### src/edg_pkg.sv
// Package for the entropy dual objective and gradient block.
// Holds the item structs, the sequencer state type and fixed constants.
// No dependencies.
`timescale 1ns / 1ps

package edg_pkg;

  // Width of the log argument s = t - alpha - x, signed.
  localparam int S_W = 35;
  // Operand width of the shared multiplier, signed.
  localparam int MUL_W = 37;
  localparam int PROD_W = 2 * MUL_W;
  // Width of the log2 magnitude and of the ln magnitude.
  localparam int MAG_W = 36;
  // ln(2) in Q0.28, rounded.
  localparam logic [27:0] LN2_Q28 = 28'd186065279;

  localparam logic [1:0] CFG_COST_WEIGHT = 2'd0;
  localparam logic [1:0] CFG_NORM_SQUARED = 2'd1;
  localparam logic [1:0] CFG_TRUE_CLASS = 2'd2;

  typedef struct packed {
    logic signed [31:0] point_value;
    logic signed [31:0] alpha_offset;
    logic signed [31:0] linear_coeff;
    logic               last_element;
  } edg_in_t;

  typedef struct packed {
    logic signed [31:0] gradient;
    logic signed [47:0] objective_sum;
    logic               objective_valid;
    logic               domain_error;
    logic               any_domain_error;
  } edg_out_t;

  // One classified element, passed from the front end to the back end.
  typedef struct packed {
    logic signed [31:0]    x;
    logic signed [31:0]    q;
    logic signed [S_W-1:0] s;
    logic                  derr;
    logic                  last;
  } edg_job_t;

  typedef enum logic [3:0] {
    ST_IDLE,
    ST_CN,
    ST_CNX,
    ST_CQ,
    ST_QUAD,
    ST_LIN,
    ST_NORM,
    ST_SQ,
    ST_LN,
    ST_SLN,
    ST_FIN
  } edg_state_t;

endpackage

### src/edg_queue.sv
// Two-entry queue of classified elements between front and back end.
// Depends on edg_pkg.
`timescale 1ns / 1ps

module edg_queue (
  input  logic              clk,
  input  logic              rst,
  input  logic              push,
  input  edg_pkg::edg_job_t push_data,
  input  logic              pop,
  output logic              full,
  output logic              empty,
  output edg_pkg::edg_job_t head
);
  import edg_pkg::*;

  edg_job_t   slots [2];
  logic       wr_ptr;
  logic       rd_ptr;
  logic [1:0] count;

  assign full = (count == 2'd2);
  assign empty = (count == 2'd0);
  assign head = slots[rd_ptr];

  always_ff @(posedge clk) begin
    if (push) begin
      slots[wr_ptr] <= push_data;
    end
  end

  always_ff @(posedge clk) begin
    if (rst) begin
      wr_ptr <= 1'b0;
      rd_ptr <= 1'b0;
      count <= 2'd0;
    end else begin
      if (push) begin
        wr_ptr <= !wr_ptr;
      end
      if (pop) begin
        rd_ptr <= !rd_ptr;
      end
      count <= count + 2'(push) - 2'(pop);
    end
  end

endmodule

### config.mk
export PLATFORM = sky130hd
export DESIGN_NAME = edg_queue
export DESIGN_NICKNAME = d
export VERILOG_FILES = /design/src/edg_pkg.sv /design/src/edg_queue.sv
export SDC_FILE = /design/constraint.sdc
export NUM_CORES = 1
export LEC_CHECK = 0
export ABC_AREA = 0
export BUFFER_PORTS_ARGS = -buffer_cell sky130_fd_sc_hd__buf_2
export CAP_MARGIN = 20
export CORE_MARGIN = 5
export CORE_UTILIZATION = 55
export CTS_BUF_LIST = sky130_fd_sc_hd__clkbuf_8
export DETAILED_ROUTE_END_ITERATION = 16
export PLACE_DENSITY = 0.93
export SLEW_MARGIN = 20
export SYNTH_ARGS = -nofsm -noshare
export SYNTH_HDL_FRONTEND = slang
export SYNTH_SLANG_ARGS = --single-unit
### constraint.sdc
create_clock -name clk -period 7.8 [get_ports clk]
set_input_delay 0.78 -clock clk [delete_from_list [all_inputs] [get_ports clk]]
set_output_delay 0.78 -clock clk [all_outputs]
set_load 0.01 [all_outputs]
==> flow_metrics.py <==
metrics = {
    "sta": {
        "finalCritPeriodShare_pct": 43.0,
        "slew_headroom_pct": 25.9,
        "maxSlewViolCount": 0,
        "holdWs_ps": 476,
        "rsz0062_at_grt": "no",
        "period_needed_ps": 3350,
        "tightest_slew_ps": 1110,
        "max_freq_ghz": 0.298,
        "hold_viol": 0,
        "fin_tns_setup_ps": 0,
        "fin_skew_ps": 7.79,
        "setup_viol": 0,
    },
    "worst_setup_path": {
        "worst_r2r_path_depth": 2,
        "crit_required_ps": 7020,
        "cp_max_fo": 71,
        "cp-start-kind": "flop",
        "endpoint_kind": "output port",
        "arrival_ps": 2570,
        "critPathKind": "reg2out",
    },
    "grt": {
        "grt_max_degree": 82,
        "track_usage_pct": 16.9,
        "antenna_found_initial": 1,
        "grt_overflow": 0,
        "grt_pass1_vias": 4238,
        "grt_first_pass_wirelength_mm": 21.8,
    },
    "routing": {
        "routedWlPerCell_microns": 18.5,
        "wirelength_mm": 14.4,
        "vias": 3862,
        "ant_nets": 0,
        "route.detailed.drc": 0,
        "drtIter0Drc": 193,
        "viasPerCell": 4.95,
        "dr.pass1.iters": 4,
    },
    "power": {
        "power.total_mw": 2.49,
        "power_switching_mw": 0.560,
        "power_leakage_nw": 3.93,
        "p_int_mw": 1.93,
        "p_comb_share_pct": 12.1,
        "swShare_pct": 22.5,
        "ir_worst_vdd_v": 0.000200,
        "clkPwrFrac_pct": 34.5,
        "pwr_density_cell_mw_per_mm2": 257,
        "seq_power_share_pct": 53.4,
    },
    "placed_design": {
        "dpl.hpwl_mm": 9.67,
        "portBuffers": 207,
        "place_congestion": 0.734,
    },
    "synthesis": {
        "synth_nets": 442,
        "ys_ff_latch": 207,
        "synthCells": 335,
        "yosysWarnings": 0,
        "synth_area_leaders": "edfxtp_1 (76%), mux2_4 (17%), buf_12 (2.3%)",
        "syn_avg_cell_area_sq_um": 23.7,
        "synth_area_sq_mm": 0.00795,
        "ys_seq_area_share_pct": 77.5,
        "synth_top_area_share_pct": 76.3,
        "yosys.cell_types.count": 14,
        "post-synth-top-area-cell": "edfxtp_1",
    },
    "clock_tree": {
        "numCtsBuffers": 34,
        "postCtsHoldBufs": 0,
        "cts-htree-levels": 2,
        "clk_pin_slew_worst_paths_ps": 60,
        "cts_resized": 0,
        "cts_tree": "yes",
        "cts_root_buffer": "clkbuf_8",
        "cts_setup_buffers": 0,
        "numClockSinks": 207,
        "clockBufferDepth": 3,
        "clock_latency_ps": 490,
    },
    "final_layout": {
        "final_cell_mix": "buf_2 (207), edfxtp_1 (202), mux2_4 (90), clkbuf_8 (37), inv_1 (14)",
        "multiInputGateArea_sq_mm": 0.00159,
        "areaGrowthSynthToFinish_pct": 22.0,
        "final_common_cell": "buf_2",
        "drive_gt1_share_pct": 60.1,
        "final_nets": 677,
        "nFillCells": 938,
        "diodes": 0,
        "seq_area_sq_mm": 0.00617,
    },
    "floorplanning": {
        "boundaryPins": 208,
        "initial_core_util_pct": 55.4,
        "die-width_microns": 130,
        "fp.coreArea_sq_mm": 0.0144,
        "dieArea_sq_mm": 0.0170,
        "row_count": 44,
        "chipHeight_microns": 130,
    },
    "run_status": {
        "outcome": "completed",
    },
    "hold_path": {
        "min_path_cells": 1,
        "hold_class": "in2reg",
    },
    "flow_run": {
        "max_cap_violations": 0,
    },
}
==> area by class of cell <==
| cell class | instances | share of cell area [%] |
|---|---|---|
| clock buffers | 37 | 5.25 |
| clock inverters | 25 | 1.32 |
| inverters | 2 | 0.0774 |
| multi-input cells | 115 | 16.4 |
| flip-flops and latches | 207 | 63.6 |
| well taps | 184 | 2.37 |
| repair buffers | 210 | 11.0 |
==> state kept, by name, indices dropped and copies added, names as in the netlist, named ones only <==
| signal | cells |
|---|---|
| rd_ptr | 1 |
| slots | 202 |
| wr_ptr | 1 |
| count | 2 |
==> metrics by stage <==
stage | util (%) | worst slack (ps) | instances | cell area, sq um
floorplan | - | 2050 | 335 | 7950
global placement | 63.1 | 4690 | 718 | 9060
detailed placement | 63.1 | 4920 | 718 | 9060
CTS | 67.5 | 4370 | 780 | 9700
global route | 67.5 | 4310 | 780 | 9700
finish | 67.5 | 4450 | 780 | 9700
==> synth_stat cells <==
library cell,instances
buf_6,1
mux2_4,90
xnor2_1,2
nor2_1,5
nor2b_1,3
buf_12,9
edfxtp_1,202
dfxtp_1,5
inv_1,2
ha_1,2
xnor3_1,1
buf_2,1
mux2_2,11
and2_1,1
==> worst max-delay path, cell delays in order (launching register included) <==
cell and delay [ps]:
dfxtp_4 720, buf_6 710, mux2_4 350, buf_2 150
==> worst paths after layout <==
check / end / start / slack [ps]
setup reg to reg: slots[0][45]$_DFFE_PP_ / wr_ptr$_SDFFE_PP0P_ / 5550
hold reg to reg: rd_ptr$_SDFFE_PP0P_ / rd_ptr$_SDFFE_PP0P_ / 530
hold / removal: slots[0][74]$_DFFE_PP_ / push_data[74] / 480
setup / recovery: head[67] / flop / 4450
==> power groups by stage <==
| stage | combinational (mW) | clock (mW) | sequential [mW] |
|---|---|---|---|
| after global placement | 0.297 | 0 | 1.35 |
| after detailed placement | 0.305 | 0 | 1.35 |
| final | 0.301 | 0.860 | 1.33 |
| after floorplan | 0.210 | 0 | 1.34 |
| after CTS | 0.307 | 0.889 | 1.33 |
| after global routing | 0.323 | 0.952 | 1.33 |
==> layer usage <==
metal / GRT usage [%] / up-vias / part of all wire, %
met2: 29.0 / 157 / 52
met5: 0 / - / 0.048
li1: - / 1809 / -
met1: 19.2 / 1871 / 36
met4: 5.68 / 2 / 1.9
met3: 7.12 / 23 / 9.9
==> kinds of logic (layout without fill, tap and decap cells) <==
group                    count (synthesis)  count (layout)  synth area share (%)
multiplexers                           101             101                  18.5
AND/OR/NAND/NOR                          9               9                 0.551
adder cells (fa/ha/maj)                  2               2                 0.315
buffers and inverters                   13             274                  2.56
flip-flops                             207             207                  77.5
XOR/XNOR                                 3               3                 0.503
(Power assumes the default switching activity.)
