===== config.mk =====
export PLATFORM = sky130hd
export DESIGN_NAME = edg_front
export DESIGN_NICKNAME = d
export VERILOG_FILES = /design/src/edg_pkg.sv /design/src/edg_front.sv
export SDC_FILE = /design/constraint.sdc
export NUM_CORES = 1
export LEC_CHECK = 0
export BUFFER_PORTS_ARGS = -buffer_cell sky130_fd_sc_hd__buf_4
export CAP_MARGIN = 15
export CORE_ASPECT_RATIO = 1.4
export CORE_MARGIN = 2
export CORE_UTILIZATION = 36
export CTS_CLUSTER_SIZE = 8
export DETAILED_ROUTE_END_ITERATION = 10
export PLACE_DENSITY = 0.69
export REMOVE_ABC_BUFFERS = 1
export SYNTH_ARGS = -nofsm -noshare
export SYNTH_HDL_FRONTEND = slang
export SYNTH_SLANG_ARGS = --single-unit

===== constraint.sdc =====
create_clock -name clk -period 5.8 [get_ports clk]
set_clock_uncertainty 0.05 [all_clocks]
set_input_delay 0.29 -clock clk [delete_from_list [all_inputs] [get_ports clk]]
set_output_delay 0.29 -clock clk [all_outputs]
set_load 0.01 [all_outputs]

===== src/edg_pkg.sv =====
// Package for the entropy dual objective and gradient block.
// Holds the item structs, the sequencer state type and fixed constants.
// No dependencies.
`timescale 1ns / 1ps

package edg_pkg;

  // Width of the log argument s = t - alpha - x, signed.
  localparam int S_W = 35;
  // Operand width of the shared multiplier, signed.
  localparam int MUL_W = 37;
  localparam int PROD_W = 2 * MUL_W;
  // Width of the log2 magnitude and of the ln magnitude.
  localparam int MAG_W = 36;
  // ln(2) in Q0.28, rounded.
  localparam logic [27:0] LN2_Q28 = 28'd186065279;

  localparam logic [1:0] CFG_COST_WEIGHT = 2'd0;
  localparam logic [1:0] CFG_NORM_SQUARED = 2'd1;
  localparam logic [1:0] CFG_TRUE_CLASS = 2'd2;

  typedef struct packed {
    logic signed [31:0] point_value;
    logic signed [31:0] alpha_offset;
    logic signed [31:0] linear_coeff;
    logic               last_element;
  } edg_in_t;

  typedef struct packed {
    logic signed [31:0] gradient;
    logic signed [47:0] objective_sum;
    logic               objective_valid;
    logic               domain_error;
    logic               any_domain_error;
  } edg_out_t;

  // One classified element, passed from the front end to the back end.
  typedef struct packed {
    logic signed [31:0]    x;
    logic signed [31:0]    q;
    logic signed [S_W-1:0] s;
    logic                  derr;
    logic                  last;
  } edg_job_t;

  typedef enum logic [3:0] {
    ST_IDLE,
    ST_CN,
    ST_CNX,
    ST_CQ,
    ST_QUAD,
    ST_LIN,
    ST_NORM,
    ST_SQ,
    ST_LN,
    ST_SLN,
    ST_FIN
  } edg_state_t;

endpackage


===== src/edg_front.sv =====
// Front end: accepts input items, tracks the element position and forms s.
// Depends on edg_pkg.
`timescale 1ns / 1ps

module edg_front #(
  parameter int MAX_ELEMENTS = 1024,
  parameter int FRAC_BITS = 24
) (
  input  logic             clk,
  input  logic             rst,
  input  logic             in_valid,
  output logic             in_ready,
  input  edg_pkg::edg_in_t in_data,
  input  logic [9:0]       true_class_index,
  input  logic             queue_full,
  output logic             push,
  output edg_pkg::edg_job_t job
);
  import edg_pkg::*;

  localparam int PW = (MAX_ELEMENTS > 1) ? $clog2(MAX_ELEMENTS) : 1;

  logic [PW-1:0] position;
  logic [PW-1:0] position_next;
  logic signed [S_W-1:0] t_val;

  assign in_ready = !queue_full;
  assign push = in_valid && !queue_full;

  always_comb begin
    t_val = (32'(position) == 32'(true_class_index)) ? (S_W'(1) <<< FRAC_BITS) : '0;
    job.x = in_data.point_value;
    job.q = in_data.linear_coeff;
    job.s = t_val - S_W'(in_data.alpha_offset) - S_W'(in_data.point_value);
    job.derr = (job.s <= 0);
    job.last = in_data.last_element;
  end

  always_comb begin
    if (in_data.last_element) begin
      position_next = '0;
    end else if (32'(position) == MAX_ELEMENTS - 1) begin
      position_next = '0;
    end else begin
      position_next = position + PW'(1);
    end
  end

  always_ff @(posedge clk) begin
    if (rst) begin
      position <= '0;
    end else if (push) begin
      position <= position_next;
    end
  end

endmodule


==> results.sh <==
export IMPL_status="finished, final reports clean"
export IMPL_cts_setup_buffers=0
export IMPL_netlist_instances=484
export IMPL_routedWlPerCell_um=14.5
export IMPL_regMostFlops="position"
export IMPL_max_freq_ghz=0.200
export IMPL_seqCellArea_um2=200
export IMPL_cp_top_family="simple AND/OR/NAND/NOR gates"
export IMPL_path_cells="xor2_1 > nor4_1 > nand4_1 > fa_1 > inv_1 > ha_1 > and2_1 > nor2b_1 > a311oi_2 > xnor2_1 > a2111o_1 > or4_1 > or4_1 > o41ai_2 > buf_4"
export IMPL_seq_area_frac_synth=0.0562
export IMPL_critPathMaxFanout=5
export IMPL_rsz0062_at_grt="no"
export IMPL_antenna_found_initial=0
export IMPL_switching_share=0.432
export IMPL_multi_input_area_mm2=0.00250
export IMPL_fin_util=0.444
export IMPL_power_density_mw_per_mm2=176
export IMPL_worstSetupEndpointType="primary output"
export IMPL_min_path_type="in -> reg"
export IMPL_start_kind="flip-flop"
export IMPL_yosysTopAreaCell="ha_1"
export IMPL_hold_viol=0
export IMPL_vias_per_cell=5.04
export IMPL_synthTopCellsByCount="inv_1 (74), buf_4 (66), ha_1 (64), a21oi_1 (31), nor2_1 (31)"
export IMPL_synthArstFlopShare=0
export IMPL_path_clk_slew_ns=0.04
export IMPL_reg_largest_list="position: 10 flops"
export IMPL_tightestPinTransition_ns=0.775
export IMPL_seq_power_share=0.093
export IMPL_grt_max_degree=11
export IMPL_cts_buffers=3
export IMPL_internal_power_w=0.000434
export IMPL_finalSetupTns_ns=0
export IMPL_relSlewSlack=0.482
export IMPL_die_h_um=122
export IMPL_cts_root_buffer="clkbuf_16"
export IMPL_largest_reg_flops=10
export IMPL_synthDominantCellAreaShare=0.225
export IMPL_power_w=0.000764
export IMPL_crit_type="reg -> out"
export IMPL_globalplace_congestion=0.882
export IMPL_core_region_area_mm2=0.00979
export IMPL_fillCellCount=1033
export IMPL_clock_latency_ns=0.24
export IMPL_p_switching_w=0.000330
export IMPL_ys_flop_type="dfxtp_1"
export IMPL_cts_hold_fix_buffers=0
export IMPL_yosys_warnings=0
export IMPL_cpPeakStageDelay_ns=0.52
export IMPL_setup_viol_count_final=0
export IMPL_wl_um=10100
export IMPL_netlist_cell_type_count=59
export IMPL_cts_resized=0
export IMPL_ant_nets=0
export IMPL_areaGrowthSynthToFinish_pct=22.0
export IMPL_dpl_instance_area_mm2=0.00426
export IMPL_cts_sinks=10
export IMPL_ys_ff_latch=10
export IMPL_cp_buffers_inverters=2
export IMPL_dieArea_mm2=0.0107
export IMPL_synth_most_common_cell="inv_1"
export IMPL_drv_cap=0
export IMPL_worstPathArrival_ns=4.67
export IMPL_hpwl_um=9030
export IMPL_io_pins=214
export IMPL_fin_crit_sh=0.864
export IMPL_p_clk_frac=0.185
export IMPL_htreeDepth=1
export IMPL_peakVddDrop_uv=153
export IMPL_syn_avg_cell_area_um2=7.37
export IMPL_static_leakage_power_nw=2.37
export IMPL_route_vias_total=3501
export IMPL_drv_slew=0
export IMPL_initial_core_util=0.364
export IMPL_grtUsageTotal=0.179
export IMPL_power_frac_comb=0.721
export IMPL_synth_area_leaders="ha_1 (22%), buf_4 (14%), inv_1 (7.8%)"
export IMPL_grt_overflow=0
export IMPL_die_w_um=88.1
export IMPL_grt_pass1_vias=3405
export IMPL_clk_path_buf_depth=2
export IMPL_crit_slowest_cell="fa_1"
export IMPL_period_needed_ns=5.01
export IMPL_n_antenna_cell=0
export IMPL_path_common_cell="or4_1"
export IMPL_tritoncts="built"
export IMPL_syn_area_mm2=0.00356
export IMPL_drive_gt1_frac=0.302
export IMPL_required_ns=5.46
export IMPL_fin_area_mm2=0.00435
export IMPL_port_buffers=149
export IMPL_nNetsFinal=737
export IMPL_num_rows=43
export IMPL_first_pass_iters=4
export IMPL_grt_pass1_wl_um=15300
export IMPL_drt_iter0_markers=117
export IMPL_synth_edff_count=0
export IMPL_drc=0
## kinds of logic after synthesis
group	share of synthesized area
compound gates	0.190
xor+xnor	0.115
fa+ha+maj	0.236
buf+inv	0.244
flops	0.0562
mux	0.00281
simple gates	0.156
## power by group through the flow
stage,registers [W],logic [W],clock network [W]
final,0.0000712,0.000551,0.000142
after global routing,0.0000712,0.000605,0.000145
after CTS,0.0000712,0.000554,0.000142
after detailed placement,0.0000724,0.000552,0
after global placement,0.0000724,0.000547,0
after floorplan,0.0000719,0.000306,0
## worst paths after layout
check | from | to | slack (ns) | depth (start not counted)
hold reg to reg | position[4]$_SDFFE_PP0P_ | position[4]$_SDFFE_PP0P_ | 0.52 | 2
setup reg to reg | position[0]$_SDFFE_PP0P_ | position[7]$_SDFFE_PP0P_ | 4.20 | 6
setup / recovery | position[6]$_SDFFE_PP0P_ | job[1] | 0.79 | 15
hold / removal | rst | position[8]$_SDFFE_PP0P_ | 0.17 | 2
## per-stage QoR
step                instances  hold WS [ns]  setup slack (ns)
CTS                       694         0.169             0.777
floorplan                 406         0.317              1.38
finish                    694         0.170             0.788
detailed placement        690         0.424             0.918
global placement          690         0.414             0.950
global route              694         0.174             0.525
## layout by cell type (no fill, tap or decap), types with 2 or more instances in the layout
master,n
or4_1,3
xor2_1,23
nor4b_1,2
o31ai_1,3
nand4b_1,2
nor3_1,4
a311oi_1,2
o221ai_1,2
o21a_1,5
a21o_1,9
a21oi_1,31
o21ai_0,9
nor4_1,4
nand2b_1,4
nand3_1,5
nand2_1,30
and2_1,2
fa_1,2
ha_1,64
o21bai_1,4
clkbuf_16,3
and3_1,4
a41oi_1,2
buf_4,149
xnor2_1,24
o211ai_1,2
a21bo_1,2
o21ai_1,5
nand4_1,10
inv_1,74
a21oi_2,6
dfxtp_1,10
nor2b_1,4
nor2_1,31
## worst register-to-register path, cell delays in order (launching register included)
cell	delay [ns]
dfxtp_1	0.45
ha_1	0.25
nand2_1	0.08
nor2_1	0.14
a21o_1	0.13
a21o_1	0.28
nor2_1	0.10
## area by class of cell
class,count,share of cell area
Clock buffer,4,0.0204
Timing Repair Buffer,149,0.257
Tap cell,135,0.0388
Inverter,74,0.0638
Sequential cell,10,0.0460
Multi-Input combinational cell,322,0.574
## routing by layer
layer  global-route usage  wire, um
met5               0.0455        42
met4               0.0436       199
met3               0.0745      1200
met2                0.306      4600
met1                0.203      4050
Power figures use the tool's default switching activity.
